[src/rtl/core/rctld_pkg.sv]
// Shared types, codes and helpers for the RC charge-time level detector.
// Depends on nothing; used by rc_charge_time_level_detector_core.
package rctld_pkg;

  // Field widths fixed by the capture format
  localparam int unsigned ByteW  = 8;
  localparam int unsigned LevelW = 15;
  localparam int unsigned StatW  = 2;
  localparam int unsigned CrossW = 2;
  localparam int unsigned CfgIdxW = 2;

  // Default capture buffer depth in bytes
  localparam int unsigned CaptureBytesDef = 4096;

  // Full first byte means the line was still charged
  localparam logic [ByteW-1:0] FullByte = 8'hFF;

  // Status codes
  localparam logic [StatW-1:0] StatOk        = 2'd0;
  localparam logic [StatW-1:0] StatShortBuf  = 2'd1;
  localparam logic [StatW-1:0] StatNotDisch  = 2'd2;

  // Crossing codes
  localparam logic [CrossW-1:0] CrossNone = 2'd0;
  localparam logic [CrossW-1:0] CrossRose = 2'd1;
  localparam logic [CrossW-1:0] CrossFell = 2'd2;

  // Configuration register indexes
  localparam logic [CfgIdxW-1:0] CfgLowThr  = 2'd0;
  localparam logic [CfgIdxW-1:0] CfgHighThr = 2'd1;

  typedef struct packed {
    logic [ByteW-1:0] sample_byte;
    logic             last_byte;
  } in_beat_t;

  typedef struct packed {
    logic [StatW-1:0]  status;
    logic [LevelW-1:0] level;
    logic [CrossW-1:0] crossing;
  } out_beat_t;

  // Position of the lowest set bit, zero for an empty byte
  function automatic logic [2:0] lowest_set_bit(input logic [ByteW-1:0] b);
    logic [2:0] pos;
    pos = 3'd0;
    for (int i = ByteW - 1; i >= 0; i--) begin
      if (b[i]) pos = 3'(i);
    end
    return pos;
  endfunction

endpackage

[src/rtl/core/rc_charge_time_level_detector_core.sv]
// RC charge-time level detector: scans capture bytes, reports the rise
// position and threshold crossings at the last byte. Uses rctld_pkg.
//
// channel | dir | handshake                 | payload
// --------+-----+---------------------------+--------------------------------
// in      | in  | in_valid_i / in_stall_o   | in_beat_i  (sample_byte, last)
// out     | out | out_valid_o / out_stall_i | out_beat_o (status, level, cross)
// cfg     | in  | cfg_we_i                  | cfg_index_i, cfg_data_i
//
// One byte is accepted per cycle unless stalled; a last byte gives its
// result beat in the next cycle from the output register. The scan state
// and the result register are the only timing stages, one compare chain
// between them. The input stalls only while a result beat sits in the
// output register and the downstream side stalls. Reset clears the scan
// state, the thresholds and the previous level; no clearing pass is needed.
module rc_charge_time_level_detector_core
  import rctld_pkg::*;
#(
  parameter int unsigned CAPTURE_BYTES = CaptureBytesDef
) (
  input  logic                clk_i,
  input  logic                rst_ni,
  input  logic                in_valid_i,
  output logic                in_stall_o,
  input  in_beat_t            in_beat_i,
  output logic                out_valid_o,
  input  logic                out_stall_i,
  output out_beat_t           out_beat_o,
  input  logic                cfg_we_i,
  input  logic [CfgIdxW-1:0]  cfg_index_i,
  input  logic [LevelW-1:0]   cfg_data_i
);

  localparam int unsigned CntW = $clog2(CAPTURE_BYTES + 1);
  localparam int unsigned IdxW = $clog2(CAPTURE_BYTES);
  localparam logic [CntW-1:0] CntMax  = CntW'(CAPTURE_BYTES);
  localparam logic [CntW-1:0] CntLast = CntW'(CAPTURE_BYTES - 1);

  logic [LevelW-1:0] low_thr_q, high_thr_q, prev_level_q;
  logic [CntW-1:0]   byte_count_q;
  logic              rise_found_q, first_full_q;
  logic [LevelW-1:0] rise_pos_q;
  logic              out_valid_q;
  out_beat_t         out_beat_q;

  logic              in_acc;
  logic              out_free;
  logic [IdxW-1:0]   byte_idx;
  logic [LevelW-1:0] pos_here, pos_eff;
  logic              first_full_eff;
  logic [LevelW-1:0] cfg_low, cfg_high;
  logic [LevelW:0]   thr_sum;
  out_beat_t         result;

  // Accept while the output register can take a beat
  assign out_free   = !out_valid_q || !out_stall_i;
  assign in_stall_o = !out_free;
  assign in_acc     = in_valid_i && out_free;

  // Clamp the byte index and form byte_index*8 + bit
  assign byte_idx = (byte_count_q >= CntLast) ? IdxW'(CntLast) : IdxW'(byte_count_q);
  assign pos_here = LevelW'({byte_idx, lowest_set_bit(in_beat_i.sample_byte)});
  assign pos_eff  = rise_found_q ? rise_pos_q : pos_here;
  assign first_full_eff = (byte_count_q == '0) ? (in_beat_i.sample_byte == FullByte)
                                               : first_full_q;

  // Build the result beat for a last byte
  always_comb begin
    result          = '0;
    result.status   = StatOk;
    result.crossing = CrossNone;
    if (in_beat_i.sample_byte == '0) begin
      result.status = StatShortBuf;
    end else if (first_full_eff) begin
      result.status = StatNotDisch;
    end else begin
      result.level = pos_eff;
      if (pos_eff >= high_thr_q && prev_level_q < high_thr_q) begin
        result.crossing = CrossRose;
      end else if (pos_eff <= low_thr_q && prev_level_q > low_thr_q) begin
        result.crossing = CrossFell;
      end
    end
  end

  // Threshold values after a write, for the midpoint reload
  assign cfg_low  = (cfg_index_i == CfgLowThr)  ? cfg_data_i : low_thr_q;
  assign cfg_high = (cfg_index_i == CfgHighThr) ? cfg_data_i : high_thr_q;
  assign thr_sum  = {1'b0, cfg_low} + {1'b0, cfg_high};

  // Thresholds and previous level
  always_ff @(posedge clk_i or negedge rst_ni) begin
    if (!rst_ni) begin
      low_thr_q    <= '0;
      high_thr_q   <= '0;
      prev_level_q <= '0;
    end else if (cfg_we_i && (cfg_index_i == CfgLowThr || cfg_index_i == CfgHighThr)) begin
      low_thr_q    <= cfg_low;
      high_thr_q   <= cfg_high;
      prev_level_q <= thr_sum[LevelW:1];
    end else if (in_acc && in_beat_i.last_byte && result.status == StatOk) begin
      prev_level_q <= pos_eff;
    end
  end

  // Advance the scan state, drop it at the end of a capture
  always_ff @(posedge clk_i or negedge rst_ni) begin
    if (!rst_ni) begin
      byte_count_q <= '0;
      rise_found_q <= 1'b0;
      rise_pos_q   <= '0;
      first_full_q <= 1'b0;
    end else if (in_acc) begin
      if (in_beat_i.last_byte) begin
        byte_count_q <= '0;
        rise_found_q <= 1'b0;
        rise_pos_q   <= '0;
        first_full_q <= 1'b0;
      end else begin
        if (byte_count_q < CntMax) byte_count_q <= byte_count_q + 1'b1;
        first_full_q <= first_full_eff;
        if (!rise_found_q && in_beat_i.sample_byte != '0) begin
          rise_found_q <= 1'b1;
          rise_pos_q   <= pos_here;
        end
      end
    end
  end

  // Output register: load on a last byte, hold while stalled
  always_ff @(posedge clk_i or negedge rst_ni) begin
    if (!rst_ni) begin
      out_valid_q <= 1'b0;
    end else if (out_free) begin
      out_valid_q <= in_acc && in_beat_i.last_byte;
    end
  end

  always_ff @(posedge clk_i) begin
    if (in_acc && in_beat_i.last_byte) out_beat_q <= result;
  end

  assign out_valid_o = out_valid_q;
  assign out_beat_o  = out_beat_q;

  // A new result beat follows in the next cycle after an accepted last byte
  a_beat_from_last: assert property (@(posedge clk_i) disable iff (!rst_ni)
    (in_acc && in_beat_i.last_byte) |=> out_valid_q)
    else $error("result beat missing after last byte");

  // The scan restarts after every last byte
  a_scan_restart: assert property (@(posedge clk_i) disable iff (!rst_ni)
    (in_acc && in_beat_i.last_byte) |=> (byte_count_q == '0 && !rise_found_q))
    else $error("scan state not cleared at end of capture");

  // The byte counter saturates
  a_count_sat: assert property (@(posedge clk_i) disable iff (!rst_ni)
    byte_count_q <= CntMax)
    else $error("byte counter past capture depth");

  // Error results carry no level and no crossing
  a_err_clean: assert property (@(posedge clk_i) disable iff (!rst_ni)
    (out_valid_q && out_beat_q.status != StatOk) |->
      (out_beat_q.level == '0 && out_beat_q.crossing == CrossNone))
    else $error("error result carries level or crossing");

endmodule

[config.mk]
export PLATFORM = sky130hd
export DESIGN_NAME = rc_charge_time_level_detector_core
export DESIGN_NICKNAME = d
export VERILOG_FILES = /design/src/rtl/core/rctld_pkg.sv /design/src/rtl/core/rc_charge_time_level_detector_core.sv
export SDC_FILE = /design/constraint.sdc
export NUM_CORES = 1
export LEC_CHECK = 0
export ABC_AREA = 1
export BUFFER_PORTS_ARGS = -buffer_cell sky130_fd_sc_hd__buf_2
export CORE_AREA = 3 3 123 172
export DETAILED_ROUTE_END_ITERATION = 7
export DIE_AREA = 0 0 126 175
export GPL_TIMING_DRIVEN = 0
export PLACE_DENSITY_LB_ADDON = 0.25
export SYNTH_ARGS = -nofsm -noshare
export SYNTH_HDL_FRONTEND = slang
export SYNTH_SLANG_ARGS = --single-unit
[constraint.sdc]
create_clock -name clk_i -period 3.5 [get_ports clk_i]
set_input_delay 0.35 -clock clk_i [delete_from_list [all_inputs] [get_ports clk_i]]
set_output_delay 0.35 -clock clk_i [all_outputs]
set_load 0.005 [all_outputs]
# Word-level counts from Yosys, hierarchy flattened
# Index checks and enable logic that the tools add are counted.
[op_classes]
n_addsub = 2
multipliers = 0
div = 0
n_lt_le_gt_ge = 6
n_eq_ne = 2
shifts = 0
n_mux = 26
bitwise_logic = 0
reduce_logical = 25
[ops]
columns = ["operator", "count"]
rows = [
  ["two-way mux 15 bit", 7],
  ["two-way mux 13 bit", 2],
  ["two-way mux 3 bit", 8],
  ["adder 15 x 15 -> 16 bit", 1],
  ["greater-or-equal comparator 15 bit", 1],
  ["> comparator 15 bit", 1],
  ["less-or-equal comparator 15 bit", 1],
  ["< comparator 15 bit", 1],
  ["adder 13 x 1 -> 13 bit (second input constant)", 1],
  ["greater-or-equal comparator 13 x 12 -> 1 bit (second input constant)", 1],
  ["logical NOT 13 bit", 1],
  ["< comparator 13 bit (second input constant)", 1],
  ["two-way mux 12 bit", 1],
  ["== test 8 bit (second input constant)", 1],
  ["logical NOT 8 bit", 1],
  ["nonzero test 8 bit", 1],
  ["logical AND 1 bit", 7],
  ["two-way mux 2 bit", 3],
  ["nonzero test 2 bit", 3],
  ["two-way mux 1 bit", 5],
  ["logical NOT 1 bit", 4],
  ["logical NOT 2 bit", 2],
  ["AND reduction 2 bit", 2],
  ["OR reduction 3 bit", 1],
  ["3 further kinds", 4],
]
[totals]
ff_bits = 95
latchBits = 0
ram_bits = 0
romBits = 0
in_bits = 31
output_inout_bits = 21
wordCells = 73
memories = 0

# Logic depth before layout (Yosys ltp)
[logic_depth]
depth_word = 13
mapped_depth = 19
ltp_nobuf = 19

# Worst setup path after synthesis
# Ideal clock, no wire load.
[synth_path]
path_kind = "reg2reg"
from = "reg byte_count_q[0]"
to = "reg out_beat_q, in the netlist out_beat_o[1], data pin"
setup_ns = 0.251
arrival_ns = 2.123
required_time_ns = 3.249
setup_slack_ns = 1.127
path_stages_with_launch = 18
n_path_buf = 0
period_less_slack_ns = 2.373
cell_sequence = "dfrtp_1 ha_1 inv_1 nor2_1 nand3_1 nand2_1 inv_2 nand3_1 nand2_1 nand2_1 ha_1 nand2_1 nor4_1 nand2_1 nand3_1 nand2_1 nand2_1 nor2_1"
[synth_via]
elab_chain_len = 6
word_cells_on_any_way = 11
classes_between = "order compare: 3; mux: 4; reduce/logical: 4"
[synth_rtl]
columns = ["element", "line_no", "source"]
rows = [
  ["from (decl)", "rc_charge_time_level_detector_core.sv:40", "logic [CntW-1:0] byte_count_q;"],
  ["from (signal assigned)", "rc_charge_time_level_detector_core.sv:120", "if (byte_count_q < CntMax) byte_count_q <= byte_count_q + 1'b1;"],
  ["greater-or-equal comparator 13 x 12 -> 1 bit (*)", "rc_charge_time_level_detector_core.sv:61", "assign byte_idx = (byte_count_q >= CntLast) ? IdxW'(CntLast) : IdxW'(byte_count_q);"],
  ["two-way mux 12 bit (*)", "rc_charge_time_level_detector_core.sv:61", ""],
  ["two-way mux 15 bit (*)", "rc_charge_time_level_detector_core.sv:63", "assign pos_eff = rise_found_q ? rise_pos_q : pos_here;"],
  ["net pos_eff[14]", "rc_charge_time_level_detector_core.sv:49", "logic [LevelW-1:0] pos_here, pos_eff;"],
  ["greater-or-equal comparator 15 bit or less-or-equal comparator 15 bit (tied branches)", "rc_charge_time_level_detector_core.sv:78, rc_charge_time_level_detector_core.sv:80", ""],
  ["logical AND 1 bit, on equally long branches", "rc_charge_time_level_detector_core.sv:78, rc_charge_time_level_detector_core.sv:80", ""],
  ["OR reduction 3 bit (no source line) or two-way mux 2 bit (tied branches)", "-", ""],
  ["to (signal assigned)", "rc_charge_time_level_detector_core.sv:140", "if (in_acc && in_beat_i.last_byte) out_beat_q <= result;"],
  ["to (decl)", "rc_charge_time_level_detector_core.sv:44", "out_beat_t out_beat_q;"],
]
# Mark *: on every way through the listed nets, which the timed path passes. The rest lies on a longest branch.
# A chain may end at the register's enable or synchronous reset.

# Worst setup path in the final report
[layout_path]
from = "reg byte_count_q[1]"
to = "reg out_beat_q, in the netlist out_beat_o[1], data pin"
# Same word-level chain as after synthesis.

==> impl_metrics.env <==
export IMPL_wire_per_inst_um=15.8
export IMPL_yosysUniqueCellTypes=46
export IMPL_grt_usage_pct=18.5
export IMPL_multi_input_comb_area_sq_mm=0.00400
export IMPL_async_flop_share_pct=80.0
export IMPL_numPortBuffers=51
export IMPL_syn_to_final_growth_pct=13.0
export IMPL_num_antenna_cells=0
export IMPL_postRouteAntennaNets=0
export IMPL_wirelength_um=19700
export IMPL_clkSlewWorstSetupHoldPaths_ns=0.07
export IMPL_startpoint="byte_count_q[1]$_DFFE_PN0P_"
export IMPL_clock_sinks=95
export IMPL_reg2reg_depth=16
export IMPL_crit_type="register to register"
export IMPL_clock_fmax_ghz=0.321
export IMPL_dieHeight_um=175
export IMPL_io_pins=52
export IMPL_start_kind="register"
export IMPL_grt_pass1_wl_um=32400
export IMPL_antenna_found_initial=0
export IMPL_slew_headroom_pct=48.0
export IMPL_overflow=0
export IMPL_cp_max_fo=9
export IMPL_ys_seq_elements=95
export IMPL_synth_mux_area_share_pct=0
export IMPL_htreeDepth=3
export IMPL_worst_pin_slew_ns=0.772
export IMPL_leakagePower_nw=3.91
export IMPL_endpoint="out_beat_o[1]$_SDFFCE_PP0P_"
export IMPL_start_util_pct=35.5
export IMPL_hp_class="input pin to register"
export IMPL_fill_cells=2127
export IMPL_avgSynthCellArea_sq_um=7.60
export IMPL_seq_area_sq_mm=0.00247
export IMPL_drive_gt1_share_pct=13.4
export IMPL_status="complete, no violations"
export IMPL_finalCriticalPeriod_ns=3.11
export IMPL_gp_congestion=0.865
export IMPL_synth_top_family_by_area="simple AND/OR/NAND/NOR gates"
export IMPL_synth_area_sq_mm=0.00705
export IMPL_cts_made_buffers=9
export IMPL_most_common_layout_cells="nand2_1 (220), inv_1 (111), o21ai_0 (82)"
export IMPL_synth_edf_count=19
export IMPL_grt_start_max_net_pins=47
export IMPL_r2r_end="out_beat_o[1]$_SDFFCE_PP0P_"
export IMPL_remaining_drc_errors=0
export IMPL_hold_viol=0
export IMPL_finalSetupViolCount=0
export IMPL_vias=6315
export IMPL_synthSimpleGateAreaFrac_pct=29.5
export IMPL_r2r_start="byte_count_q[1]$_DFFE_PN0P_"
export IMPL_cp_data_required_time_ns=3.68
export IMPL_worst_ir_drop_vdd_mv=0.244
export IMPL_synthAdderAreaFrac_pct=13.6
export IMPL_cts_max_path_buffers=2
export IMPL_hpwl_um=16300
export IMPL_final_nets=1098
export IMPL_syn_num_nets=1034
export IMPL_synthXorXnorAreaFrac_pct=0
export IMPL_rsz0062_at_grt="no"
export IMPL_netlist_instances=927
export IMPL_postCtsSetupRepairBufs=0
export IMPL_synth_compound_area_share_pct=13.6
export IMPL_critical_path_arrival_ns=3.29
export IMPL_drv_cap=0
export IMPL_setup_tns_ns=0
export IMPL_viasPerCell=5.06
export IMPL_end_kind="register"
export IMPL_layout_commonest_cell="nand2_1"
export IMPL_num_rows=61
export IMPL_fp_coreArea_sq_mm=0.0198
export IMPL_synthFlopType="dfrtp_1"
export IMPL_cts_root_buf="clkbuf_16"
export IMPL_power_density_mw_per_mm2=524
export IMPL_die_x_um=126
export IMPL_firstDrtPassIters=5
export IMPL_min_period_over_period_pct=88.9
export IMPL_finalPower_mw=4.17
export IMPL_cts_tree="done"
export IMPL_drt_initial_drc_count=360
export IMPL_rrSetupSlack_ns=0.39
export IMPL_clkLatencyLatePin_ns=0.35
export IMPL_grt_pass1_vias=6428
export IMPL_finClkSkew_ns=0.0105
export IMPL_synth_warnings=0
export IMPL_maxSlewViolCount=0
export IMPL_dieArea_sq_mm=0.0221
export IMPL_ys_seq_area_share_pct=35.1
-- state kept, by name, summed over array words and instances (netlist names) --
register and cells:
byte_count_q 13, prev_level_q 15, first_full_q 1, out_beat_o 19, out_valid_o 1, rise_found_q 1, low_thr_q 15, rise_pos_q 15
high_thr_q 15
-- cells by family (layout without fill, tap and decap cells) --
| logic type | after synthesis | count (layout) |
|---|---|---|
| and+or+nand+nor | 440 | 440 |
| AOI/OAI and AO/OA | 178 | 178 |
| buffers and inverters | 138 | 207 |
| DFF | 95 | 95 |
| adders and majority gates | 76 | 76 |
-- worst max-delay path, cell delays in order (launching register included) --
cell	delay [ns]
dfrtp_1	0.41
ha_1	0.21
inv_1	0.07
nor2_1	0.08
nand3_1	0.09
nand2_1	0.11
inv_2	0.16
nand3_1	0.12
nand2_1	0.10
nand2_1	0.13
ha_1	0.34
nand4_1	0.16
nor3b_1	0.39
nand4_1	0.20
nand2_1	0.11
nand2_1	0.05
nor2_1	0.18
-- routing by layer --
metal	track usage, %	share of wire, %	vias up
li1	-	-	3225
met1	21.6	41	2950
met2	34.5	53	116
met3	1.83	3.3	24
met4	6.66	2.2	0
met5	0	0	-
-- report_power, final --
group          total, mW  switching [mW]  leakage (nW)  internal (mW)
Clock               1.01           0.439         0.145          0.567
Combinational       1.76            1.12          2.60          0.635
Sequential          1.40           0.103          1.16           1.30
Total               4.17            1.67          3.91           2.50
-- cell usage after synthesis, types with 2 or more instances --
library cell  count  area [sq um]
a31oi_1           5          31.3
nand3_2          11           110
nand2_2          16           100
nand2_1         220           826
buf_2             9          45.0
nand3b_1          5          37.5
inv_2             3          11.3
o21bai_1          3          22.5
nor4_1            3          18.8
or2_2             3          18.8
o22ai_1           6          37.5
clkbuf_8          2          27.5
clkbuf_1          8          30.0
o21ai_0          82           410
and2_1            8          50.1
ha_1             75           938
nand4_1          14          87.6
nor3_1            7          35.0
a21oi_1          69           345
nand3_4           2          35.0
nor2_8            4          80.1
o211ai_1          2          15.0
edfxtp_1         19           571
nand3_1          68           340
dfrtp_1          76          1900
nor2_1           70           263
inv_1           111           417
nor2_2            2          12.5
o21ai_2           5          43.8
nand2_4           3          33.8
-- what timing repair did --
item / in CTS / in global routing
endpoints found under the hold margin: 30 / 0
resized for setup: 0 / 0
hold buffers: 1 / 0
-- metrics by stage --
step / cells / area [sq um] / setup WS [ns] / hold WS [ns] / utilization (%)
CTS: 1248 / 7960 / 0.333 / 0.249 / 40.1
finish: 1248 / 7960 / 0.387 / 0.256 / 40.1
global placement: 1230 / 7620 / 0.288 / 0.471 / 38.4
detailed placement: 1231 / 7650 / 0.239 / 0.340 / 38.5
floorplan: 927 / 7050 / 1.13 / 0.0544 / -
global route: 1248 / 7960 / 0.109 / 0.297 / 40.1
-- how the worst min path moves through the flow --
stage	startpoint	endpoint	slack [ns]	cells after the start
3_5_place_dp	rst_ni	low_thr_q[0]$_DFFE_PN0P_	0.34	1
6_report	out_stall_i	out_valid_o$_DFFE_PN0N_	0.26	3
2_1_floorplan	rst_ni	byte_count_q[0]$_DFFE_PN0P_	0.05	0
4_1_cts	out_stall_i	out_valid_o$_DFFE_PN0N_	0.25	3
3_3_place_gp	high_thr_q[1]$_DFFE_PN0P_	high_thr_q[1]$_DFFE_PN0P_	0.47	2
5_1_grt	cfg_data_i[0]	low_thr_q[0]$_DFFE_PN0P_	0.30	3
-- final cells by class --
| class | count | share of cell area [%] |
|---|---|---|
| plain buffers | 23 | 1.82 |
| clock buffers | 12 | 3.50 |
| clock inverters | 4 | 0.314 |
| inverters | 115 | 5.42 |
| multi-input cells | 694 | 50.2 |
| flip-flops and latches | 95 | 31.1 |
| well taps | 252 | 3.96 |
| repair buffers | 53 | 3.71 |
Power figures use the tool's default switching activity.
